File: config.mk
export PLATFORM = sky130hd
export DESIGN_NAME = lattice_chain_move_classifier_flat
export DESIGN_NICKNAME = d
export VERILOG_FILES = /design/src/rtl/lcmc_pkg.sv /design/src/rtl/lcmc_ifs.sv /design/src/rtl/lcmc_tracker.sv /design/src/rtl/lcmc_classify.sv /design/src/rtl/lattice_chain_move_classifier.sv /design/src/flat_wrapper.sv
export SDC_FILE = /design/constraint.sdc
export NUM_CORES = 1
export LEC_CHECK = 0
export BUFFER_PORTS_ARGS = -buffer_cell sky130_fd_sc_hd__buf_2
export CORE_ASPECT_RATIO = 0.75
export CORE_MARGIN = 2
export CORE_UTILIZATION = 50
export CTS_CLUSTER_DIAMETER = 60
export DETAILED_ROUTE_END_ITERATION = 8
export GPL_ROUTABILITY_DRIVEN = 0
export PLACE_DENSITY = 0.67
export SLEW_MARGIN = 20
export SYNTH_ARGS = -nofsm -noshare
export SYNTH_HDL_FRONTEND = slang
export SYNTH_HIERARCHICAL = 1
export SYNTH_SLANG_ARGS = --single-unit
File: constraint.sdc
create_clock -name clk -period 6.4 [get_ports clk]
set_input_delay 1.28 -clock clk [delete_from_list [all_inputs] [get_ports clk]]
set_output_delay 1.28 -clock clk [all_outputs]
set_load 0.05 [all_outputs]
File: src/rtl/lcmc_pkg.sv
// Shared types, constants and vector helpers of the lattice chain move classifier.
package lcmc_pkg;

  // Number of lattice components that take part; higher components read as zero.
  localparam int unsigned LCMC_DIMENSIONS = 3;

  // Default chain length; the link position counter saturates here.
  localparam int unsigned LCMC_CHAIN_LENGTH = 1024;

  // One link vector: three 2-bit two's complement components, x in the low bits.
  typedef logic [5:0] lvec_t;
  typedef logic signed [1:0] comp_t;

  // Move codes given at the end of each chain.
  typedef enum logic [2:0] {
    MOVE_FORBIDDEN        = 3'd0,
    MOVE_REPTATION        = 3'd1,
    MOVE_HERNIA           = 3'd2,
    MOVE_CROSSING         = 3'd3,
    MOVE_HERNIA_MIGRATION = 3'd4
  } move_kind_t;

  // Counts of changed links, saturating at three.
  typedef enum logic [1:0] {
    CHG_NONE  = 2'd0,
    CHG_ONE   = 2'd1,
    CHG_TWO   = 2'd2,
    CHG_MANY  = 2'd3
  } chg_count_t;

  // Chain summary handed from the tracker to the classifier.
  typedef struct packed {
    chg_count_t count;
    logic       adjacent;
    logic       single_at_end;
    lvec_t      s1;
    lvec_t      e1;
    lvec_t      s2;
    lvec_t      e2;
  } chain_t;

  // Packs three components, dropping the ones beyond the used dimensions.
  function automatic lvec_t pack_vec(comp_t cx, comp_t cy, comp_t cz);
    lvec_t v;
    v = {cz, cy, cx};
    for (int k = 0; k < 3; k++) begin
      if (k >= LCMC_DIMENSIONS) begin
        v[2*k +: 2] = 2'b00;
      end
    end
    return v;
  endfunction

  // Sign-extended component k of a packed vector.
  function automatic logic signed [2:0] comp_of(lvec_t v, int k);
    return {v[2*k+1], v[2*k +: 2]};
  endfunction

  // True when the dot product of two vectors is zero.
  function automatic logic dot_zero(lvec_t a, lvec_t b);
    logic signed [4:0] s;
    logic signed [5:0] p;
    s = '0;
    for (int k = 0; k < 3; k++) begin
      p = comp_of(a, k) * comp_of(b, k);
      s = s + p[4:0];
    end
    return (s == 5'sd0);
  endfunction

  // True when a is the component-wise negation of b.
  function automatic logic opposite(lvec_t a, lvec_t b);
    logic ok;
    logic signed [3:0] na;
    logic signed [3:0] nb;
    ok = 1'b1;
    for (int k = 0; k < 3; k++) begin
      na = 4'(comp_of(a, k));
      nb = -4'(comp_of(b, k));
      if (na != nb) begin
        ok = 1'b0;
      end
    end
    return ok;
  endfunction

endpackage

File: src/rtl/lcmc_ifs.sv
// Handshake channels for link words and move code words.
interface lcmc_link_if;
  logic              valid;
  logic              ready;
  logic signed [1:0] start_x;
  logic signed [1:0] start_y;
  logic signed [1:0] start_z;
  logic signed [1:0] end_x;
  logic signed [1:0] end_y;
  logic signed [1:0] end_z;
  logic              last_link;

  modport source (
    output valid, start_x, start_y, start_z, end_x, end_y, end_z, last_link,
    input  ready
  );
  modport sink (
    input  valid, start_x, start_y, start_z, end_x, end_y, end_z, last_link,
    output ready
  );
endinterface

interface lcmc_move_if;
  logic       valid;
  logic       ready;
  logic [2:0] move_kind;

  modport source (output valid, move_kind, input ready);
  modport sink (input valid, move_kind, output ready);
endinterface

File: src/rtl/lcmc_tracker.sv
// Per-chain state: link position, changed-link count and the first two changed links.
module lcmc_tracker #(
  parameter int unsigned CHAIN_LENGTH = lcmc_pkg::LCMC_CHAIN_LENGTH
) (
  input  logic            clk,
  input  logic            rst_n,
  input  logic            link_go,
  input  lcmc_pkg::lvec_t link_before,
  input  lcmc_pkg::lvec_t link_after,
  input  logic            link_end,
  output lcmc_pkg::chain_t chain
);
  import lcmc_pkg::*;

  localparam int unsigned POS_W = $clog2(CHAIN_LENGTH + 1);
  localparam logic [POS_W-1:0] POS_MAX = POS_W'(CHAIN_LENGTH);

  logic [POS_W-1:0] pos_r, pos_nxt;
  logic [POS_W-1:0] first_pos_r, first_pos_nxt;
  chg_count_t       cnt_r, cnt_upd;
  logic             adj_r, adj_upd;
  lvec_t            s1_r, e1_r, s2_r, e2_r;
  lvec_t            s1_upd, e1_upd, s2_upd, e2_upd;
  logic             changed;
  logic [POS_W:0]   first_plus_one;

  assign changed        = (link_before != link_after);
  assign first_plus_one = {1'b0, first_pos_r} + {{POS_W{1'b0}}, 1'b1};

  // Fold the current link into the chain summary.
  always_comb begin
    cnt_upd       = cnt_r;
    adj_upd       = adj_r;
    first_pos_nxt = first_pos_r;
    s1_upd        = s1_r;
    e1_upd        = e1_r;
    s2_upd        = s2_r;
    e2_upd        = e2_r;
    if (changed) begin
      case (cnt_r)
        CHG_NONE: begin
          first_pos_nxt = pos_r;
          s1_upd        = link_before;
          e1_upd        = link_after;
          cnt_upd       = CHG_ONE;
        end
        CHG_ONE: begin
          s2_upd  = link_before;
          e2_upd  = link_after;
          adj_upd = ({1'b0, pos_r} == first_plus_one);
          cnt_upd = CHG_TWO;
        end
        default: begin
          cnt_upd = CHG_MANY;
        end
      endcase
    end
  end

  // Summary including the current link, seen by the classifier.
  always_comb begin
    chain.count         = cnt_upd;
    chain.adjacent      = adj_upd;
    chain.single_at_end = (first_pos_nxt == '0) || (first_pos_nxt == pos_r);
    chain.s1            = s1_upd;
    chain.e1            = e1_upd;
    chain.s2            = s2_upd;
    chain.e2            = e2_upd;
  end

  // Position advances with saturation and restarts after the final link.
  always_comb begin
    if (link_end) begin
      pos_nxt = '0;
    end else if (pos_r < POS_MAX) begin
      pos_nxt = pos_r + 1'b1;
    end else begin
      pos_nxt = pos_r;
    end
  end

  // State registers; the final link clears everything for the next chain.
  always_ff @(posedge clk) begin
    if (!rst_n) begin
      pos_r       <= '0;
      first_pos_r <= '0;
      cnt_r       <= CHG_NONE;
      adj_r       <= 1'b0;
      s1_r        <= '0;
      e1_r        <= '0;
      s2_r        <= '0;
      e2_r        <= '0;
    end else if (link_go) begin
      pos_r <= pos_nxt;
      if (link_end) begin
        first_pos_r <= '0;
        cnt_r       <= CHG_NONE;
        adj_r       <= 1'b0;
        s1_r        <= '0;
        e1_r        <= '0;
        s2_r        <= '0;
        e2_r        <= '0;
      end else begin
        first_pos_r <= first_pos_nxt;
        cnt_r       <= cnt_upd;
        adj_r       <= adj_upd;
        s1_r        <= s1_upd;
        e1_r        <= e1_upd;
        s2_r        <= s2_upd;
        e2_r        <= e2_upd;
      end
    end
  end

endmodule

File: src/rtl/lcmc_classify.sv
// Move code decision from the chain summary at the final link.
module lcmc_classify (
  input  lcmc_pkg::chain_t     chain,
  output lcmc_pkg::move_kind_t kind
);
  import lcmc_pkg::*;

  logic s1_z, s2_z, e1_z, e2_z;
  logic swap;
  logic single_kind_rep, single_kind_mig;

  assign s1_z = (chain.s1 == '0);
  assign s2_z = (chain.s2 == '0);
  assign e1_z = (chain.e1 == '0);
  assign e2_z = (chain.e2 == '0);
  assign swap = (chain.s1 == chain.e2) && (chain.s2 == chain.e1);

  assign single_kind_rep = s1_z || e1_z;
  assign single_kind_mig = dot_zero(chain.s1, chain.e1);

  // Rules are checked in priority order; the first match wins.
  always_comb begin
    kind = MOVE_FORBIDDEN;
    case (chain.count)
      CHG_ONE: begin
        if (chain.single_at_end) begin
          if (single_kind_rep) begin
            kind = MOVE_REPTATION;
          end else if (single_kind_mig) begin
            kind = MOVE_HERNIA_MIGRATION;
          end
        end
      end
      CHG_TWO: begin
        if (chain.adjacent) begin
          if ((s1_z != s2_z) && swap) begin
            kind = MOVE_REPTATION;
          end else if ((s1_z && s2_z && opposite(chain.e1, chain.e2)) ||
                       (e1_z && e2_z && opposite(chain.s1, chain.s2))) begin
            kind = MOVE_HERNIA;
          end else if (!s1_z && !s2_z && dot_zero(chain.s1, chain.s2) && swap) begin
            kind = MOVE_CROSSING;
          end else if (opposite(chain.s1, chain.s2) && opposite(chain.e1, chain.e2) &&
                       single_kind_mig) begin
            kind = MOVE_HERNIA_MIGRATION;
          end
        end
      end
      default: begin
        kind = MOVE_FORBIDDEN;
      end
    endcase
  end

endmodule

File: src/rtl/lattice_chain_move_classifier.sv
// Lattice chain move classifier: links of one chain in, one move code per chain out.
//
// Links enter one word per cycle, in chain order, unless a final link is
// stalled, and a word marked as the final link produces one move code word.
// A link waits in the input register while the state update and
// classification logic work on it; a final link's code goes from there to the
// result register when that link moves on. The result register parts the
// two sides: links keep flowing while a code waits, and only a final link
// stalls while the previous code has not been taken. Links at position
// CHAIN_LENGTH and beyond share one saturated position.
module lattice_chain_move_classifier #(
  parameter int unsigned CHAIN_LENGTH = lcmc_pkg::LCMC_CHAIN_LENGTH
) (
  input  logic          clk,
  input  logic          rst_n,
  lcmc_link_if.sink     in_ch,
  lcmc_move_if.source   out_ch
);
  import lcmc_pkg::*;

  logic       s1_v_r;
  lvec_t      s1_before_r, s1_after_r;
  logic       s1_end_r;
  logic       s1_go;
  logic       in_take;
  chain_t     chain;
  move_kind_t kind;
  logic       out_v_r, out_v_nxt;
  move_kind_t kind_r;

  // A held word moves on unless it is a final link and the code slot is full and not being taken.
  assign s1_go   = s1_v_r && (!s1_end_r || !out_v_r || out_ch.ready);
  assign in_ch.ready = !s1_v_r || s1_go;
  assign in_take = in_ch.valid && in_ch.ready;

  // Input register.
  always_ff @(posedge clk) begin
    if (!rst_n) begin
      s1_v_r <= 1'b0;
    end else if (in_ch.ready) begin
      s1_v_r <= in_ch.valid;
    end
  end

  always_ff @(posedge clk) begin
    if (in_take) begin
      s1_before_r <= pack_vec(in_ch.start_x, in_ch.start_y, in_ch.start_z);
      s1_after_r  <= pack_vec(in_ch.end_x, in_ch.end_y, in_ch.end_z);
      s1_end_r    <= in_ch.last_link;
    end
  end

  lcmc_tracker #(
    .CHAIN_LENGTH(CHAIN_LENGTH)
  ) u_tracker (
    .clk        (clk),
    .rst_n      (rst_n),
    .link_go    (s1_go),
    .link_before(s1_before_r),
    .link_after (s1_after_r),
    .link_end   (s1_end_r),
    .chain      (chain)
  );

  lcmc_classify u_classify (
    .chain(chain),
    .kind (kind)
  );

  // Result register.
  always_comb begin
    if (s1_go && s1_end_r) begin
      out_v_nxt = 1'b1;
    end else if (out_ch.ready) begin
      out_v_nxt = 1'b0;
    end else begin
      out_v_nxt = out_v_r;
    end
  end

  always_ff @(posedge clk) begin
    if (!rst_n) begin
      out_v_r <= 1'b0;
    end else begin
      out_v_r <= out_v_nxt;
    end
  end

  always_ff @(posedge clk) begin
    if (s1_go && s1_end_r) begin
      kind_r <= kind;
    end
  end

  assign out_ch.valid     = out_v_r;
  assign out_ch.move_kind = kind_r;

endmodule
File: src/flat_wrapper.sv
// flat-port wrapper written by rule: the top's interface ports become plain ports
module lattice_chain_move_classifier_flat import lcmc_pkg::*;
#(
  parameter int unsigned CHAIN_LENGTH = lcmc_pkg::LCMC_CHAIN_LENGTH
)
  (clk, rst_n, in_ch_valid, in_ch_start_x, in_ch_start_y, in_ch_start_z, in_ch_end_x, in_ch_end_y, in_ch_end_z, in_ch_last_link, in_ch_ready, out_ch_valid, out_ch_move_kind, out_ch_ready);
  lcmc_link_if in_ch_i ();
  lcmc_move_if out_ch_i ();
  input  logic clk;
  input  logic rst_n;
  input wire logic [$bits(in_ch_i.valid)-1:0] in_ch_valid;
  input wire logic [$bits(in_ch_i.start_x)-1:0] in_ch_start_x;
  input wire logic [$bits(in_ch_i.start_y)-1:0] in_ch_start_y;
  input wire logic [$bits(in_ch_i.start_z)-1:0] in_ch_start_z;
  input wire logic [$bits(in_ch_i.end_x)-1:0] in_ch_end_x;
  input wire logic [$bits(in_ch_i.end_y)-1:0] in_ch_end_y;
  input wire logic [$bits(in_ch_i.end_z)-1:0] in_ch_end_z;
  input wire logic [$bits(in_ch_i.last_link)-1:0] in_ch_last_link;
  output wire logic [$bits(in_ch_i.ready)-1:0] in_ch_ready;
  output wire logic [$bits(out_ch_i.valid)-1:0] out_ch_valid;
  output wire logic [$bits(out_ch_i.move_kind)-1:0] out_ch_move_kind;
  input wire logic [$bits(out_ch_i.ready)-1:0] out_ch_ready;
  assign in_ch_i.valid = in_ch_valid;
  assign in_ch_i.start_x = in_ch_start_x;
  assign in_ch_i.start_y = in_ch_start_y;
  assign in_ch_i.start_z = in_ch_start_z;
  assign in_ch_i.end_x = in_ch_end_x;
  assign in_ch_i.end_y = in_ch_end_y;
  assign in_ch_i.end_z = in_ch_end_z;
  assign in_ch_i.last_link = in_ch_last_link;
  assign in_ch_ready = in_ch_i.ready;
  assign out_ch_valid = out_ch_i.valid;
  assign out_ch_move_kind = out_ch_i.move_kind;
  assign out_ch_i.ready = out_ch_ready;
  lattice_chain_move_classifier #(.CHAIN_LENGTH(CHAIN_LENGTH)) u_core (.clk(clk), .rst_n(rst_n), .in_ch(in_ch_i), .out_ch(out_ch_i));
endmodule
==> implementation parameters <==
Parameter                              Value

Run status
  Result of the run    completed

Clock network
  TritonCTS sink count    67
  H-tree depth    3
  Number of buffers inserted during clock tree synthesis    9
  Post-CTS resize count    0
  Worst-Skew Late Latency    330 ps
  Bufs on Longest Clock Path    2
  Clock transition time at the flip-flop clock pins of the worst setup and hold paths    60 ps
  Root buffer cell    clkbuf_16
  TritonCTS clock tree    done
  Total setup buffers inserted after CTS    0
  Number of hold-repair buffers added at the cts stage    0

Layout
  Layout-stage area growth over the synthesis result    7.51%
  Post-route cell area    5620 um2
  Ant diodes    0
  Most frequent standard cell in the layout excluding fill and tap cells    nor2b_1
  Ratio of cells with drive above 1 in the final layout    14.3%
  Final #Nets    639
  Most used cells in the layout excluding fill and tap cells    nor2b_1 (52), inv_1 (51), dfxtp_1 (51)
  Post-layout instance count excluding filler cells    708
  Fillers    927

Yosys
  Distinct cell type count after synthesis    69
  Number of enable flip-flop cells after synthesis    16
  Syn avg cell area    9.31 um2
  Seq/Total Area, Yosys    28.7%
  Number of instances in the synthesized netlist    562
  Mapped cell area    5230 um2
  Register bit count reported by yosys    67
  Fraction of registers with async set or reset after synthesis    0%
  Synth Net Count    634
  Top FF cell, synth    dfxtp_1
  Number of warnings reported in the yosys synthesis log    6

Setup path
  Critical R2R Launch    u_core/s1_after_r[1]$_DFFE_PP_
  CP max stage cell    a21oi_2
  Crit Path Class    flop to flop
  Slowest stage delay, CP    720 ps
  Maximum fanout count along the critical path    16
  CP Launch Type    flop
  R2r endpoint    u_core/out_ch.move_kind[1]$_DFFE_PP_
  Cell-by-cell listing of the critical path    xor2_1 -> nor4_4 -> a21oi_2 -> mux2_2 -> nand2_1 -> o21ai_0 -> ha_1 -> inv_1 -> fa_1 -> inv_1 -> fa_1 -> ha_1 -> xnor2_1 -> nor3_1 -> nand3b_1 -> o22ai_2 -> nand2_1 -> a221oi_1
  Cell count of the worst reg-to-reg path    18
  Flop2flop setup slack    930 ps
  Data arrival time of the critical path    5570 ps
  Crit path capture type    flop
  Data required time of the worst path    6510 ps

Routing
  Antenna-violating nets left    0
  Via total after detailed routing    4059
  WL/cell    17.4 um
  Routed length on met3    838 um
  Routed met1 length    6.06 mm
  Routed wl met2    5.33 mm
  Mean number of vias per cell    5.73
  Drt initial violations    272
  Iteration count of the initial detailed-routing pass    5
  DRC Markers    0
  Routed Wire Length    12.3 mm
  Top sig layer    met4

Timing
  Hold Fails Final Rpt    0
  Post-route setup slack    934 ps
  Setup total negative slack    0 ps
  Final Cycle Share    85.4%
  RSZ-0062 raised after global routing    false
  Transition time of the tightest slew-check pin    1060 ps
  Max Transition Viols Final    0
  Timing-limited maximum frequency    0.183 GHz
  Minimum clock period    5470 ps
  Worst slew slack as a fraction of its limit    29.3%
  Setup-failing EPs final    0
  Clock Skew    5.97 ps

Floorplanning
  I/O Pins    22
  Die H    92.6 um
  Initial standard-cell utilization of the core    51.0%
  Floorplan die area    11300 um2
  Core area    10200 um2
  Die extent in x    122 um
  Number of placement rows    32

GRT
  GRT Overall Usage    23.0%
  Antenna violations before repair    0
  Global-route wire length before repair    20.0 mm
  Pin count of the biggest net entering global routing    44
  Sum of overflow across all layers after global routing    0
  Vias in the first global route    3865

Worst hold path
  Worst hold path depth    2
  Class of the most critical hold timing path    flop to flop
  Worst Hold Path EP    u_core/u_tracker/adj_r$_SDFFE_PN0P_
  Hold Startpoint    u_core/u_tracker/adj_r$_SDFFE_PN0P_

Placed design
  Pre-CTS worst setup slack    969 ps
  Sum of net half-perimeters after detailed placement    8.96 mm
  Port Buffers    21
  Area after detailed placement    5320 um2
  Cell total after placement    692

Pwr
  Power Density    239 nW/um2
  Leakage power figure    2.22 nW
  Worst supply voltage drop on vdd    0.176 mV
  Power consumption    1.34 mW

Flow run
  Max-cap violations    0
-- where the power goes --
part	leakage [nW]	switching [mW]	internal (mW)
Combinational	1.51	0.228	0.160
Sequential	0.566	0.0114	0.445
Clock	0.144	0.192	0.306
-- worst max path at each step --
stage	start	endpoint	slack [ps]
after global placement	u_core/s1_after_r[5]$_DFFE_PP_	u_core/out_ch.move_kind[1]$_DFFE_PP_	1110
final	u_core/s1_after_r[1]$_DFFE_PP_	u_core/out_ch.move_kind[1]$_DFFE_PP_	930
after global routing	u_core/s1_after_r[4]$_DFFE_PP_	u_core/out_ch.move_kind[1]$_DFFE_PP_	530
after detailed placement	u_core/s1_after_r[5]$_DFFE_PP_	u_core/out_ch.move_kind[1]$_DFFE_PP_	970
after CTS	u_core/s1_after_r[5]$_DFFE_PP_	u_core/out_ch.move_kind[1]$_DFFE_PP_	920
after floorplan	u_core/s1_after_r[5]$_DFFE_PP_	u_core/out_ch.move_kind[2]$_DFFE_PP_	1390
-- area by class of cell --
cell class,instances,area [um2],share of cell area (%)
multi-input combinational,415,3340,59.4
sequential,67,1500,26.7
clock buffer,10,229,4.07
inverter,52,195,3.47
tap,136,170,3.03
timing repair buffer,22,113,2.00
clock inverter,6,72.6,1.29
-- stage by stage --
step	hold WS (ps)	util [%]
after detailed placement	497	51.9
after global routing	520	54.9
final	509	54.9
after floorplan	444	-
after CTS	500	54.9
after global placement	462	51.9
-- per-layer routing --
metal,track usage [%],vias to the layer above
li1,-,1947
met1,34.8,1938
met2,33.9,165
met3,5.11,9
met4,3.93,0
met5,0,-
-- cell families after synthesis --
| logic type | share of synthesized area, % |
|---|---|
| and+or+nand+nor | 21.0 |
| AOI/OAI and AO/OA | 12.7 |
| buffers and inverters | 7.39 |
| DFF | 28.7 |
| adders and majority gates | 16.0 |
| xor gates and xnor gates | 8.85 |
| muxes | 5.38 |
-- synth_stat cells, types with 3 or more instances --
| master | instances | area [um2] |
|---|---|---|
| o2111ai_1 | 3 | 26.3 |
| a21oi_1 | 23 | 115 |
| nand4_1 | 11 | 68.8 |
| nor4_1 | 5 | 31.3 |
| and3_1 | 9 | 56.3 |
| a22oi_1 | 23 | 173 |
| or3_1 | 3 | 18.8 |
| fa_1 | 20 | 400 |
| clkbuf_1 | 15 | 56.3 |
| inv_1 | 51 | 191 |
| nor2b_1 | 52 | 325 |
| o22ai_1 | 3 | 18.8 |
| o21ai_0 | 13 | 65.1 |
| nand2b_1 | 7 | 43.8 |
| and2_1 | 5 | 31.3 |
| nand3_1 | 13 | 65.1 |
| xnor2_1 | 34 | 298 |
| a21boi_1 | 3 | 22.5 |
| mux2_2 | 25 | 282 |
| nor2_1 | 22 | 82.6 |
| buf_4 | 4 | 30.0 |
| dfxtp_1 | 51 | 1020 |
| buf_6 | 4 | 45.0 |
| edfxtp_1 | 16 | 480 |
| ha_1 | 35 | 438 |
| xor2_1 | 17 | 149 |
| nor3_1 | 16 | 80.1 |
| nand2_1 | 30 | 113 |
-- worst max-delay path: cells and delay by family, from the launching register on --
kind / cells / cell delay, ps
compound gates: 4 / 1420
xor+xnor: 2 / 440
fa+ha+maj: 4 / 1650
buf+inv: 2 / 110
flops: 1 / 470
mux: 1 / 490
simple gates: 5 / 660
-- flip-flops by register name, summed over array words and instances (netlist names), 6 cells and up --
register / cells
u_core/u_tracker/s2_r: 6
u_core/u_tracker/e2_r: 6
u_core/s1_after_r: 6
u_core/u_tracker/s1_r: 6
u_core/u_tracker/first_pos_r: 11
u_core/s1_before_r: 6
u_core/u_tracker/e1_r: 6
u_core/u_tracker/pos_r: 11
(Power assumes the default switching activity.)
